$ cat src/rtl/core/pss_pkg.sv
// shared types, constants and the quarter-wave sine table for the sine synth
// no dependencies
package pss_pkg;

    localparam int NUM_VOICES = 8;
    localparam int IDX_W      = (NUM_VOICES > 1) ? $clog2(NUM_VOICES) : 1;
    localparam int CNT_W      = $clog2(NUM_VOICES + 1);

    localparam int MODE_W     = 2;
    localparam int FREQ_W     = 23;
    localparam int RATE_W     = 18;
    localparam int ENV_W      = 16;
    localparam int SAMPLE_W   = 20;
    localparam int TERM_W     = 20;
    localparam int ACC_W      = SAMPLE_W + IDX_W + 2;
    localparam int STEP_FRAC  = 24;

    localparam int CFG_IDX_W  = 3;
    localparam int CFG_DATA_W = 18;

    localparam logic [MODE_W-1:0] MODE_TICK   = 2'd0;
    localparam logic [MODE_W-1:0] MODE_ADD    = 2'd1;
    localparam logic [MODE_W-1:0] MODE_REMOVE = 2'd2;

    localparam logic [CFG_IDX_W-1:0] REG_SAMPLE_RATE = 3'd0;
    localparam logic [CFG_IDX_W-1:0] REG_AMPLITUDE   = 3'd1;
    localparam logic [CFG_IDX_W-1:0] REG_ATT_MULT    = 3'd2;
    localparam logic [CFG_IDX_W-1:0] REG_DEC_MULT    = 3'd3;
    localparam logic [CFG_IDX_W-1:0] REG_MUTE_LEVEL  = 3'd4;

    localparam logic [ENV_W-1:0] ENV_ONE = 16'hFFFF;

    typedef struct packed {
        logic [31:0]      phase;
        logic [31:0]      step;
        logic             active;
        logic [ENV_W-1:0] attack;
        logic [ENV_W-1:0] decay;
    } voice_t;

    localparam int VOICE_W = $bits(voice_t);

    typedef struct packed {
        logic [RATE_W-1:0] sample_rate;
        logic [ENV_W-1:0]  amplitude;
        logic [ENV_W-1:0]  att_mult;
        logic [ENV_W-1:0]  dec_mult;
        logic [ENV_W-1:0]  mute_level;
    } cfg_t;

    typedef struct packed {
        logic load_entry;
        logic scale;
        logic mult;
    } stage_t;

    function automatic logic [15:0] sine_point(input logic [5:0] idx);
        logic [15:0] v;
        case (idx)
            6'd0:  v = 16'd0;
            6'd1:  v = 16'd1608;
            6'd2:  v = 16'd3212;
            6'd3:  v = 16'd4808;
            6'd4:  v = 16'd6393;
            6'd5:  v = 16'd7962;
            6'd6:  v = 16'd9512;
            6'd7:  v = 16'd11039;
            6'd8:  v = 16'd12539;
            6'd9:  v = 16'd14010;
            6'd10: v = 16'd15446;
            6'd11: v = 16'd16846;
            6'd12: v = 16'd18204;
            6'd13: v = 16'd19519;
            6'd14: v = 16'd20787;
            6'd15: v = 16'd22005;
            6'd16: v = 16'd23170;
            6'd17: v = 16'd24279;
            6'd18: v = 16'd25329;
            6'd19: v = 16'd26319;
            6'd20: v = 16'd27245;
            6'd21: v = 16'd28105;
            6'd22: v = 16'd28898;
            6'd23: v = 16'd29621;
            6'd24: v = 16'd30273;
            6'd25: v = 16'd30852;
            6'd26: v = 16'd31356;
            6'd27: v = 16'd31785;
            6'd28: v = 16'd32137;
            6'd29: v = 16'd32412;
            6'd30: v = 16'd32609;
            6'd31: v = 16'd32728;
            6'd32: v = 16'd32767;
            default: v = 16'd0;
        endcase
        return v;
    endfunction

endpackage

$ cat src/rtl/core/poly_sine_synth_envelope.sv
// top level of the polyphonic sine synth: sequencer, voice ring buffer in ram
// depends on pss_pkg, pss_ram, pss_div, pss_voice
//
//  channel  | direction | transfer on            | payload
//  s_*      | in        | s_tvalid && s_tready   | tuser: mode, tdata: frequency
//  m_*      | out       | m_tvalid && m_tready   | tdata: sample
//  cfg_*    | in        | cfg_wr_en              | cfg_index, cfg_data
//
// tick: per listed voice, one ram read, three multiply stages and an accumulate
// add: waits until the bit-serial step divider is done; remove: handled while idle
// voices live in a ring in one ram; reset needs no clearing pass
// a finished sample waits in the output register; a tick holds only while it is full
module poly_sine_synth_envelope (
    input  logic                           clk,
    input  logic                           rst_n,
    input  logic                           s_tvalid,
    output logic                           s_tready,
    input  logic [pss_pkg::MODE_W-1:0]     s_tuser,   // [1:0] mode
    input  logic [23:0]                    s_tdata,   // [22:0] frequency
    output logic                           m_tvalid,
    input  logic                           m_tready,
    output logic [23:0]                    m_tdata,   // [19:0] sample
    input  logic                           cfg_wr_en,
    input  logic [pss_pkg::CFG_IDX_W-1:0]  cfg_index,
    input  logic [pss_pkg::CFG_DATA_W-1:0] cfg_data
);
    import pss_pkg::*;

    typedef enum logic [7:0] {
        S_IDLE  = 8'b00000001,
        S_DIV   = 8'b00000010,
        S_RD    = 8'b00000100,
        S_ENV   = 8'b00001000,
        S_SCALE = 8'b00010000,
        S_TERM  = 8'b00100000,
        S_ACC   = 8'b01000000,
        S_DONE  = 8'b10000000
    } state_t;

    state_t             state_reg;
    cfg_t               cfg_reg;
    logic [IDX_W-1:0]   head_reg;
    logic [CNT_W-1:0]   count_reg;
    logic [IDX_W-1:0]   n_reg;
    logic [IDX_W-1:0]   slot_reg;
    logic signed [ACC_W-1:0] acc_reg;
    logic               m_valid_reg;
    logic [SAMPLE_W-1:0] m_data_reg;

    logic               in_xfer;
    logic [IDX_W-1:0]   cur_slot;
    logic [IDX_W-1:0]   tail_slot;
    logic [IDX_W-1:0]   head_inc;
    logic               out_free;
    logic               last_voice;

    logic               ram_we;
    logic [IDX_W-1:0]   ram_waddr;
    voice_t             ram_wdata;
    voice_t             ram_rdata;
    voice_t             wb_entry;
    voice_t             new_entry;

    logic               div_done;
    logic [31:0]        div_q;
    stage_t             stage;
    logic               v_active;
    logic               v_neg;
    logic [TERM_W-1:0]  v_term;
    logic signed [ACC_W-1:0] term_ext;
    logic signed [ACC_W-1:0] sat_hi;
    logic signed [ACC_W-1:0] sat_lo;
    logic [SAMPLE_W-1:0] sat_val;

    function automatic logic [IDX_W-1:0] ring_add(input logic [IDX_W-1:0] a,
                                                  input logic [IDX_W-1:0] b);
        logic [IDX_W:0] s;
        s = {1'b0, a} + {1'b0, b};
        if (s >= (IDX_W+1)'(NUM_VOICES))
        begin
            s = s - (IDX_W+1)'(NUM_VOICES);
        end
        return s[IDX_W-1:0];
    endfunction

    assign s_tready   = (state_reg == S_IDLE);
    assign in_xfer    = s_tvalid && s_tready;
    assign cur_slot   = ring_add(head_reg, n_reg);
    assign tail_slot  = ring_add(head_reg, IDX_W'(count_reg));
    assign head_inc   = (head_reg == IDX_W'(NUM_VOICES - 1)) ? '0 : head_reg + 1'b1;
    assign out_free   = !m_valid_reg || m_tready;
    assign last_voice = (CNT_W'(n_reg) + 1'b1) == count_reg;

    // configuration registers
    always_ff @(posedge clk or negedge rst_n)
    begin
        if (!rst_n)
        begin
            cfg_reg.sample_rate <= 18'd48000;
            cfg_reg.amplitude   <= 16'd32767;
            cfg_reg.att_mult    <= 16'd65000;
            cfg_reg.dec_mult    <= 16'd65530;
            cfg_reg.mute_level  <= 16'd66;
        end
        else if (cfg_wr_en)
        begin
            unique case (cfg_index)
                REG_SAMPLE_RATE: cfg_reg.sample_rate <= cfg_data;
                REG_AMPLITUDE:   cfg_reg.amplitude   <= cfg_data[ENV_W-1:0];
                REG_ATT_MULT:    cfg_reg.att_mult    <= cfg_data[ENV_W-1:0];
                REG_DEC_MULT:    cfg_reg.dec_mult    <= cfg_data[ENV_W-1:0];
                REG_MUTE_LEVEL:  cfg_reg.mute_level  <= cfg_data[ENV_W-1:0];
                default:         ;
            endcase
        end
    end

    // sequencer
    always_ff @(posedge clk or negedge rst_n)
    begin
        if (!rst_n)
        begin
            state_reg   <= S_IDLE;
            head_reg    <= '0;
            count_reg   <= '0;
            n_reg       <= '0;
            slot_reg    <= '0;
            acc_reg     <= '0;
            m_valid_reg <= 1'b0;
        end
        else
        begin
            if (state_reg == S_DONE && out_free)
            begin
                m_valid_reg <= 1'b1;
            end
            else if (m_tready)
            begin
                m_valid_reg <= 1'b0;
            end
            unique case (state_reg)
                S_IDLE:
                begin
                    if (in_xfer)
                    begin
                        case (s_tuser)
                            MODE_TICK:
                            begin
                                acc_reg   <= '0;
                                n_reg     <= '0;
                                state_reg <= (count_reg == '0) ? S_DONE : S_RD;
                            end
                            MODE_ADD:
                            begin
                                if (count_reg == CNT_W'(NUM_VOICES))
                                begin
                                    // full list: oldest slot becomes the newest
                                    slot_reg <= head_reg;
                                    head_reg <= head_inc;
                                end
                                else
                                begin
                                    slot_reg  <= tail_slot;
                                    count_reg <= count_reg + 1'b1;
                                end
                                state_reg <= S_DIV;
                            end
                            MODE_REMOVE:
                            begin
                                head_reg <= head_inc;
                                if (count_reg != '0)
                                begin
                                    count_reg <= count_reg - 1'b1;
                                end
                            end
                            default: ;
                        endcase
                    end
                end
                S_DIV:
                begin
                    if (div_done)
                    begin
                        state_reg <= S_IDLE;
                    end
                end
                S_RD:    state_reg <= S_ENV;
                S_ENV:   state_reg <= S_SCALE;
                S_SCALE: state_reg <= S_TERM;
                S_TERM:  state_reg <= S_ACC;
                S_ACC:
                begin
                    if (v_active)
                    begin
                        acc_reg <= v_neg ? acc_reg - term_ext : acc_reg + term_ext;
                    end
                    if (last_voice)
                    begin
                        state_reg <= S_DONE;
                    end
                    else
                    begin
                        n_reg     <= n_reg + 1'b1;
                        state_reg <= S_RD;
                    end
                end
                S_DONE:
                begin
                    if (out_free)
                    begin
                        state_reg <= S_IDLE;
                    end
                end
                default: state_reg <= S_IDLE;
            endcase
        end
    end

    assign term_ext = ACC_W'(v_term);
    assign sat_hi   = ACC_W'(524287);
    assign sat_lo   = -ACC_W'(524288);

    always_comb
    begin
        if (acc_reg > sat_hi)
        begin
            sat_val = sat_hi[SAMPLE_W-1:0];
        end
        else if (acc_reg < sat_lo)
        begin
            sat_val = sat_lo[SAMPLE_W-1:0];
        end
        else
        begin
            sat_val = acc_reg[SAMPLE_W-1:0];
        end
    end

    always_ff @(posedge clk)
    begin
        if (state_reg == S_DONE && out_free)
        begin
            m_data_reg <= sat_val;
        end
    end

    assign m_tvalid = m_valid_reg;
    assign m_tdata  = {4'b0000, m_data_reg};

    // new voice entry once the step is ready
    always_comb
    begin
        new_entry.phase  = '0;
        new_entry.step   = (cfg_reg.sample_rate == '0) ? '0 : div_q;
        new_entry.active = 1'b1;
        new_entry.attack = ENV_ONE;
        new_entry.decay  = ENV_ONE;
    end

    // inactive voices keep their stored state
    assign ram_we    = (state_reg == S_DIV && div_done) || (state_reg == S_SCALE && v_active);
    assign ram_waddr = (state_reg == S_DIV) ? slot_reg : cur_slot;
    assign ram_wdata = (state_reg == S_DIV) ? new_entry : wb_entry;

    assign stage.load_entry = (state_reg == S_ENV);
    assign stage.scale      = (state_reg == S_SCALE);
    assign stage.mult       = (state_reg == S_TERM);

    pss_ram #(
        .WIDTH (VOICE_W),
        .DEPTH (NUM_VOICES)
    ) u_ram (
        .clk   (clk),
        .we    (ram_we),
        .waddr (ram_waddr),
        .wdata (ram_wdata),
        .re    (state_reg == S_RD),
        .raddr (cur_slot),
        .rdata (ram_rdata)
    );

    pss_div u_div (
        .clk      (clk),
        .rst_n    (rst_n),
        .start    (in_xfer && s_tuser == MODE_ADD),
        .dividend (s_tdata[FREQ_W-1:0]),
        .divisor  (cfg_reg.sample_rate),
        .done     (div_done),
        .quotient (div_q)
    );

    pss_voice u_voice (
        .clk      (clk),
        .stage    (stage),
        .entry    (ram_rdata),
        .cfg      (cfg_reg),
        .wb_entry (wb_entry),
        .active   (v_active),
        .neg      (v_neg),
        .term     (v_term)
    );

endmodule

$ cat src/rtl/core/pss_ram.sv
// generic single write port, single read port ram with registered read
// no dependencies
module pss_ram #(
    parameter int WIDTH = 8,
    parameter int DEPTH = 8,
    parameter int AW    = (DEPTH > 1) ? $clog2(DEPTH) : 1
) (
    input  logic             clk,
    input  logic             we,
    input  logic [AW-1:0]    waddr,
    input  logic [WIDTH-1:0] wdata,
    input  logic             re,
    input  logic [AW-1:0]    raddr,
    output logic [WIDTH-1:0] rdata
);

    logic [WIDTH-1:0] mem [DEPTH];

    always_ff @(posedge clk)
    begin
        if (we)
        begin
            mem[waddr] <= wdata;
        end
        if (re)
        begin
            rdata <= mem[raddr];
        end
    end

endmodule

$ cat src/rtl/core/pss_div.sv
// bit-serial restoring divider for the phase step: (frequency << 24) / sample_rate
// depends on pss_pkg
module pss_div (
    input  logic                       clk,
    input  logic                       rst_n,
    input  logic                       start,
    input  logic [pss_pkg::FREQ_W-1:0] dividend,
    input  logic [pss_pkg::RATE_W-1:0] divisor,
    output logic                       done,
    output logic [31:0]                quotient
);
    import pss_pkg::*;

    localparam int DVD_W = FREQ_W + STEP_FRAC;
    localparam int CNT_W_DIV = $clog2(DVD_W);

    logic [DVD_W-1:0]     dvd_reg;
    logic [RATE_W-1:0]    rem_reg;
    logic [RATE_W-1:0]    dsr_reg;
    logic [31:0]          q_reg;
    logic [CNT_W_DIV-1:0] cnt_reg;
    logic                 busy_reg;
    logic                 done_reg;
    logic [RATE_W:0]      trial;
    logic [RATE_W:0]      diff;
    logic                 fits;

    assign trial = {rem_reg, dvd_reg[DVD_W-1]};
    assign diff  = trial - {1'b0, dsr_reg};
    assign fits  = trial >= {1'b0, dsr_reg};

    always_ff @(posedge clk or negedge rst_n)
    begin
        if (!rst_n)
        begin
            busy_reg <= 1'b0;
            done_reg <= 1'b0;
            cnt_reg  <= '0;
        end
        else
        begin
            done_reg <= 1'b0;
            if (start)
            begin
                busy_reg <= 1'b1;
                cnt_reg  <= '0;
            end
            else if (busy_reg)
            begin
                cnt_reg <= cnt_reg + 1'b1;
                if (cnt_reg == CNT_W_DIV'(DVD_W - 1))
                begin
                    busy_reg <= 1'b0;
                    done_reg <= 1'b1;
                end
            end
        end
    end

    always_ff @(posedge clk)
    begin
        if (start)
        begin
            dvd_reg <= {dividend, {STEP_FRAC{1'b0}}};
            dsr_reg <= divisor;
            rem_reg <= '0;
            q_reg   <= '0;
        end
        else if (busy_reg)
        begin
            dvd_reg <= {dvd_reg[DVD_W-2:0], 1'b0};
            rem_reg <= fits ? diff[RATE_W-1:0] : trial[RATE_W-1:0];
            q_reg   <= {q_reg[30:0], fits};
        end
    end

    assign done     = done_reg;
    assign quotient = q_reg;

endmodule

$ cat src/rtl/core/pss_voice.sv
// per-voice datapath: envelope products, sine lookup and state update
// depends on pss_pkg
module pss_voice (
    input  logic                         clk,
    input  pss_pkg::stage_t              stage,
    input  pss_pkg::voice_t              entry,
    input  pss_pkg::cfg_t                cfg,
    output pss_pkg::voice_t              wb_entry,
    output logic                         active,
    output logic                         neg,
    output logic [pss_pkg::TERM_W-1:0]   term
);
    import pss_pkg::*;

    logic [31:0]      env_prod;
    logic [31:0]      att_prod;
    logic [31:0]      dec_prod;
    logic [6:0]       top;
    logic [5:0]       idx;

    logic [ENV_W-1:0] env1_reg;
    logic [ENV_W-1:0] env2_reg;
    logic [ENV_W-1:0] att_reg;
    logic [ENV_W-1:0] dec_reg;
    logic [31:0]      phase_reg;
    logic [31:0]      step_reg;
    logic [15:0]      mag_reg;
    logic             neg_reg;
    logic             active_reg;
    logic [TERM_W-1:0] term_reg;
    logic [31:0]      scale_prod;
    logic [31:0]      term_prod;

    assign env_prod = (ENV_ONE - entry.attack) * entry.decay;
    assign att_prod = entry.attack * cfg.att_mult;
    assign dec_prod = entry.decay * cfg.dec_mult;
    assign top      = entry.phase[31:25];
    // odd quadrants run the table backwards
    assign idx      = top[5] ? (6'd32 - {1'b0, top[4:0]}) : {1'b0, top[4:0]};

    assign scale_prod = cfg.amplitude * env1_reg;
    assign term_prod  = mag_reg * env2_reg;

    always_ff @(posedge clk)
    begin
        if (stage.load_entry)
        begin
            env1_reg   <= env_prod[31:16];
            att_reg    <= att_prod[31:16];
            dec_reg    <= dec_prod[31:16];
            phase_reg  <= entry.phase + entry.step;
            step_reg   <= entry.step;
            mag_reg    <= sine_point(idx);
            neg_reg    <= top[6];
            active_reg <= entry.active;
        end
        if (stage.scale)
        begin
            env2_reg <= scale_prod[31:16];
        end
        if (stage.mult)
        begin
            term_reg <= term_prod[31:12];
        end
    end

    always_comb
    begin
        wb_entry.phase  = phase_reg;
        wb_entry.step   = step_reg;
        wb_entry.attack = att_reg;
        wb_entry.decay  = dec_reg;
        wb_entry.active = !(dec_reg < cfg.mute_level);
    end

    assign active = active_reg;
    assign neg    = neg_reg;
    assign term   = term_reg;

endmodule

$ cat config.mk
export PLATFORM = sky130hd
export DESIGN_NAME = poly_sine_synth_envelope
export DESIGN_NICKNAME = d
export VERILOG_FILES = /design/src/rtl/core/pss_pkg.sv /design/src/rtl/core/poly_sine_synth_envelope.sv /design/src/rtl/core/pss_ram.sv /design/src/rtl/core/pss_div.sv /design/src/rtl/core/pss_voice.sv
export SDC_FILE = /design/constraint.sdc
export NUM_CORES = 2
export LEC_CHECK = 0
export BUFFER_PORTS_ARGS = -buffer_cell sky130_fd_sc_hd__buf_2
export CORE_ASPECT_RATIO = 0.75
export CORE_UTILIZATION = 55
export DETAILED_ROUTE_END_ITERATION = 6
export PLACE_DENSITY = 0.71
export SLEW_MARGIN = 20
export SYNTH_ARGS = -nofsm -noshare
export SYNTH_HDL_FRONTEND = slang
export SYNTH_SLANG_ARGS = --single-unit
$ cat constraint.sdc
create_clock -name clk -period 10.11 [get_ports clk]
set_clock_uncertainty 0.15 [all_clocks]
set_input_delay 0 -clock clk [delete_from_list [all_inputs] [get_ports clk]]
set_output_delay 0 -clock clk [all_outputs]
set_load 0.01 [all_outputs]
# Word-level counts from Yosys, hierarchy flattened
# Memories as Yosys holds them, arrays and structs flattened. A register that Yosys moved wholly into a read port is not among the register bits.
# Cells that the tools add are included.
dict set report classes {
  n_addsub 16
  n_mul 5
  n_div 0
  order_cmp 6
  eq_ne 28
  shift 0
  mux 45
  bitwise 0
  reduce_logical 29
}
# op n
set op_table {}
lappend op_table {{multiplier 16 x 16 -> 32 bit} 4}
lappend op_table {{2-to-1 mux 25 bit} 4}
lappend op_table {{2-to-1 mux 97 bit} 1}
lappend op_table {{2-to-1 mux 47 bit} 2}
lappend op_table {{one-hot mux 8 bit (8 select lines)} 1}
lappend op_table {{one-hot mux 25 bit (2 select lines)} 1}
lappend op_table {{2-to-1 mux 8 bit} 5}
lappend op_table {{adder 32 bit} 1}
lappend op_table {{multiplier 32 x 16 -> 32 bit} 1}
lappend op_table {{2-to-1 mux 32 bit} 1}
lappend op_table {{2-to-1 mux 3 bit} 9}
lappend op_table {{adder 25 x 21 -> 25 bit} 1}
lappend op_table {{> comparator 25 x 20 -> 1 bit (second input constant)} 1}
lappend op_table {{< comparator 25 x 20 -> 1 bit (second input constant)} 1}
lappend op_table {{subtractor 25 x 21 -> 25 bit} 1}
lappend op_table {{2-to-1 mux 20 bit} 1}
lappend op_table {{greater-or-equal comparator 19 x 18 -> 1 bit} 1}
lappend op_table {{logical NOT 18 bit} 1}
lappend op_table {{2-to-1 mux 18 bit} 1}
lappend op_table {{2-to-1 mux 6 bit} 3}
lappend op_table {{subtractor 18 bit} 1}
lappend op_table {{subtractor 16 x 16 -> 17 bit (first input constant)} 1}
lappend op_table {{< comparator 16 bit} 1}
lappend op_table {{one-hot mux 8 bit (2 select lines)} 1}
lappend op_table {{44 further kinds} 84}
dict set report totals {
  reg_bits 414
  latch_bits 0
  ram_bits 776
  romBits 960
  in_bits 52
  output_inout_bits 26
  word_cells 161
  mem_count 2
}
# memory depth width read_ports rd_ports_with_merged_regs wr line
set memory_table {}
lappend memory_table {{(no name shown)} 64 15 1 1 0 pss_pkg.sv:59} ;# case (idx)
lappend memory_table {u_ram.mem 8 97 1 1 1 pss_ram.sv:17} ;# logic [WIDTH-1:0] mem [DEPTH];

# Longest topological paths before layout
dict set report depth {
  word_depth 5
  ltp_mapped 26
  mapped_depth_nobuf 24
}

# By module
# A second synthesis with hierarchy kept.
dict set report hier_totals {
  hier_cells 7748
  area_unflattened_um2 94090.2
}
# module n_inst cells_each area_each_um2 seq_area_each_um2
set modules_own_cells {}
lappend modules_own_cells {pss_voice 1 5243 48547.8 4954.8}
lappend modules_own_cells {pss_ram 1 1232 32092.0 26215.1}
lappend modules_own_cells {poly_sine_synth_envelope 1 832 8787.2 3891.2}
lappend modules_own_cells {pss_div 1 441 4663.2 2432.3}

# Worst setup path before layout
# No wires, ideal clock.
dict set report synth_path {
  path_type {register to register}
  from {reg state_reg[6]}
  to {reg state_reg[7]}
  setup_time_ns 0.083
  t_arrival_ns 9.144
  t_required_ns 9.877
  setup_slack_ns 0.734
  stages_incl_launch_ff 10
  path_buffers 0
  synth_period_minus_slack_ns 9.376
  cell_sequence {dfrtp_1 nor2_1 nand2_1 or3_1 nor3b_1 or4_1 nor3_1 a211oi_1 o21ai_0 o21ai_0}
}
dict set report synth_between {
  elab_chain_len 4
  word_cells_on_any_way 15
  cone_classes {eq/ne: 12; mux: 1; reduce/logical: 2}
}
# item line
set synth_lines {}
lappend synth_lines {{start, declared} poly_sine_synth_envelope.sv:40} ;# state_t state_reg;
lappend synth_lines {{start signal, assigned} poly_sine_synth_envelope.sv:151} ;# state_reg <= (count_reg == '0) ? S_DONE : S_RD;
lappend synth_lines {{== test 8 x 1 -> 1 bit} {poly_sine_synth_envelope.sv:86, poly_sine_synth_envelope.sv:141}}
lappend synth_lines {{logical AND 1 bit} poly_sine_synth_envelope.sv:87} ;# assign in_xfer = s_tvalid && s_tready;
lappend synth_lines {{inequality test 2 x 1 -> 1 bit (no line)} n/a}
lappend synth_lines {{AND reduction 4 bit (no line)} n/a}
# Parallel ways exist; a longest one is shown, timed or not.
# A chain may end at the register's enable or synchronous reset.

# Worst setup path in the final report
dict set report layout_path {
  from {reg u_ram.rdata[23], read port of u_ram.mem}
  to {reg u_voice.att_reg[15] (data pin)}
}
dict set report layout_between {
  elab_chain_len 1
}
# item line
set layout_lines {}
lappend layout_lines {{start, declared} pss_ram.sv:14} ;# output logic [WIDTH-1:0] rdata
lappend layout_lines {{multiplier 16 x 16 -> 32 bit} pss_voice.sv:35} ;# assign att_prod = entry.attack * cfg.att_mult;
lappend layout_lines {{via u_voice.att_prod[31]} pss_voice.sv:16} ;# logic [31:0] att_prod;
lappend layout_lines {{end signal, assigned} pss_voice.sv:49} ;# att_reg <= att_prod[31:16];
lappend layout_lines {{end, declared} pss_voice.sv:23} ;# logic [ENV_W-1:0] att_reg;
# The timed path passes the listed nets, and every way through them passes these cells.

==> summary.md <==
| Metric | Value |
|---|---|
| Initial antenna violation count | 16 |
| Die span in y | 358 um |
| # H-tree levels | 3 |
| Die width | 476 um |
| Pre-CTS worst setup slack | 2.55 ns |
| Grt ovf | 0 |
| Layout Nets | between 9,000 and 10,000 |
| Final Hold Viols | 0 |
| Syn Area/Cell | roughly 12 um2 |
| Starting Density | between 50% and 60% |
| Critical path's top delay family | adder cells |
| Required @ worst endpoint | 10.47 ns |
| Share of the synthesized area in the top cell type | 35.6% |
| Mapped Cells | 7,604 |
| Yosys warnings | 0 |
| Placer congestion estimate | 0.876 |
| Sinks on Clock Net | between 1,000 and 1,500 |
| Max reg flops | 776 |
| Max Cap Viol | 0 |
| Final Setup Violations | 0 |
| CP arrival | 8.15 ns |
| Number of synthesized flops with an enable pin | 1,099 |
| RSZ-0062 raised after global routing | no |
| CP Class | reg -> reg |
| Hold Buf Count CTS | 136 |
| Drt first pass iters | 6 |
| Clk_lat worst skew | 0.76 ns |
| Final worst slack | 2.32 ns |
| First-pass GRT wire length | 337 mm |
| Sequential element share of the synthesized area | about 40% |
| Cell row count | 130 |
| Commonest cells after routing, fill and taps aside | 1,184 x inv_1, 1,099 x edfxtp_1, 957 x fa_1 |
| Slowest cell delay on critical path | 1.13 ns |
| Routed len/inst | 20.8 um |
| Crit-path max FO | 23 |
| Die area | 170,000 um2 |
| Critical path startpoint category | flop |
| Post-Syn Area | 92,800 um2 |
| # IOs | 78 |
| Antenna violation net count after detailed routing | 0 |
| Main area contributors after synthesis | edfxtp_1 36%, fa_1 21%, ha_1 8.3%, inv_1 4.8%, mux4_2 4.7% |
| Setup TNS | 0 ns |
| Most common cell after layout, fill and taps aside | inv_1 |
| Slowest cell on crit path | edfxtp_1 |
| Final Util | 60.3% |
| Worst slew margin | 21.9% |
| Post-synth ARST share | 10.7% |
| Worst path most repeated cell | fa_1 |
| Clock tree from TritonCTS | done |
| Number of synthesized register bits | 1,286 |
| Cts bufs inserted | 119 |
| Area grow syn2layout | 8.81% |
| Share of post-route cells with drive strength above 1 | 10.3% |
| Via count of the first global-routing pass | 60,700 |
| Post CTS Setup Buffer Count | 0 |
| CP Buf/Inv Count | 6 |
| Core area | ~170,000 um2 |
| Starting DRC count in detailed routing | 4,644 |
| Crit-path cells | buf_4 -> nand2_1 -> fa_1 -> inv_1 -> fa_1 -> inv_1 -> fa_1 -> inv_1 -> fa_1 -> fa_1 -> inv_1 -> fa_1 -> inv_1 -> ha_1 -> nand2_1 -> a21oi_1 -> nand4_1 -> a31oi_1 -> o211ai_1 -> a31oi_1 -> o41ai_1 -> o21bai_1 -> a21oi_1 -> xnor2_1 |
| Fmax | 0.128 GHz |
| Minimum clock period | 7.79 ns |
| CTS Buffer Depth | 3 |
| Fin crit share | between 70% and 80% |
| Port Buffers | 72 |
| Max-slew violations | 0 |
| Routed WL | 208 mm |
| Worst Setup End Kind | flop |
| Worst Tran Pin Value | 1.17 ns |
| Total track usage | about a quarter |
| Status | complete, no violations |
| Vias | between 50,000 and 60,000 |
| Synth Flop Type | edfxtp_1 |
| Post_cts resized | 0 |
| # DRC | 0 |
| DP HPWL | 138 mm |
| Yosys cell types | 93 |
| Via density | 5.69 |
| Clock slew at reported path FFs | ~0.07 ns |
| Cell taking the most area after synthesis | edfxtp_1 |
| CTS Root Cell | clkbuf_16 |
| Min-Delay Path Class | in -> reg |
| Largest net degree at the start of global routing | roughly 150 |
[logic make-up (layout without fill, tap and decap cells)]
logic type	Yosys count	after routing	share of synthesized area, %
other	1	10	0.00404
buffers and inverters	1513	1699	6.16
muxes	409	409	7.27
adders and majority gates	1577	1577	29.0
xor gates and xnor gates	181	181	1.71
and+or+nand+nor	2035	2035	11.2
DFF	1286	1286	40.4
AOI/OAI and AO/OA	602	602	4.24
[cells in the mapped netlist, drive strengths merged, types with 7 or more instances]
master / count
a211oi: 21
a21boi: 8
a21o: 92
a21oi: 159
a22o: 35
a31o: 8
a31oi: 22
and2: 518
and3: 19
buf: 35
clkbuf: 292
dfrtp: 87
dfstp: 50
dfxtp: 50
edfxtp: 1099
fa: 958
ha: 619
inv: 1186
mux2: 168
mux2i: 46
mux4: 195
nand2: 748
nand2b: 184
nand3: 41
nand3b: 7
nand4: 28
nor2: 219
nor2b: 145
nor3: 49
nor3b: 11
nor4: 17
o21a: 25
o21ai: 150
o21bai: 9
o31ai: 13
or3: 13
or4: 7
xnor2: 117
xor2: 64
[path summary, 6_finish.rpt]
check                      slack (ns)                 startpoint  cells after the start                            end
max in group asynchronous        8.23                      rst_n                      5        cfg_reg[41]$_DFFE_PN0P_
max reg2reg                      2.32  u_ram.rdata[23]$_DFFE_PP_                     24  u_voice.att_reg[15]$_DFFE_PP_
max                              2.32  u_ram.rdata[23]$_DFFE_PP_                     24  u_voice.att_reg[15]$_DFFE_PP_
min                              0.05                 s_tdata[2]                      4    u_div.dvd_reg[26]$_DFFE_PP_
min reg2reg                      0.29  u_ram.rdata[32]$_DFFE_PP_                      0       u_voice.active$_DFFE_PP_
min in group asynchronous        0.21                      rst_n                      4           m_tvalid$_DFFE_PN0P_
[worst min-delay path: stages]
cell and delay [ns]:
dlygate4sd3_1 0.52, buf_2 0.10, nand2_1 0.04, nand2_1 0.14
[metal layers]
| layer | share of wire (%) | vias to the layer above | global-route usage (%) |
|---|---|---|---|
| li1 | - | 25400 | - |
| met1 | 44 | 29400 | 35.7 |
| met2 | 46 | 1987 | 39.9 |
| met3 | 8.0 | 347 | 5.49 |
| met4 | 2.6 | 16 | 6.85 |
| met5 | 0.051 | - | 0 |
[stage by stage]
| stage | instances | cell area [um2] | hold slack (ns) |
|---|---|---|---|
| 4_1_cts | 10000 | 101000 | 0.00148 |
| 3_3_place_gp | 9676 | 95500 | -0.200 |
| 6_report | 10000 | 101000 | 0.0475 |
| 2_1_floorplan | 7607 | 92800 | -0.446 |
| 5_1_grt | 10000 | 101000 | 0.0415 |
| 3_5_place_dp | 9677 | 95500 | -0.196 |
[area by class of cell]
| type | instances | area [um2] |
|---|---|---|
| multi-input combinational | 4808 | 49800 |
| inverter | 1186 | 4450 |
| timing repair buffer | 290 | 2420 |
| antenna | 6 | 15.0 |
| clock buffer | 160 | 3280 |
| sequential | 1286 | 37500 |
| clock inverter | 63 | 704 |
| tap | 2244 | 2810 |
| fill | 13100 | 66600 |
Power is left out: the tool's default activity adds up to more than one toggle a clock period on the data nets, which glitch-free logic cannot reach.
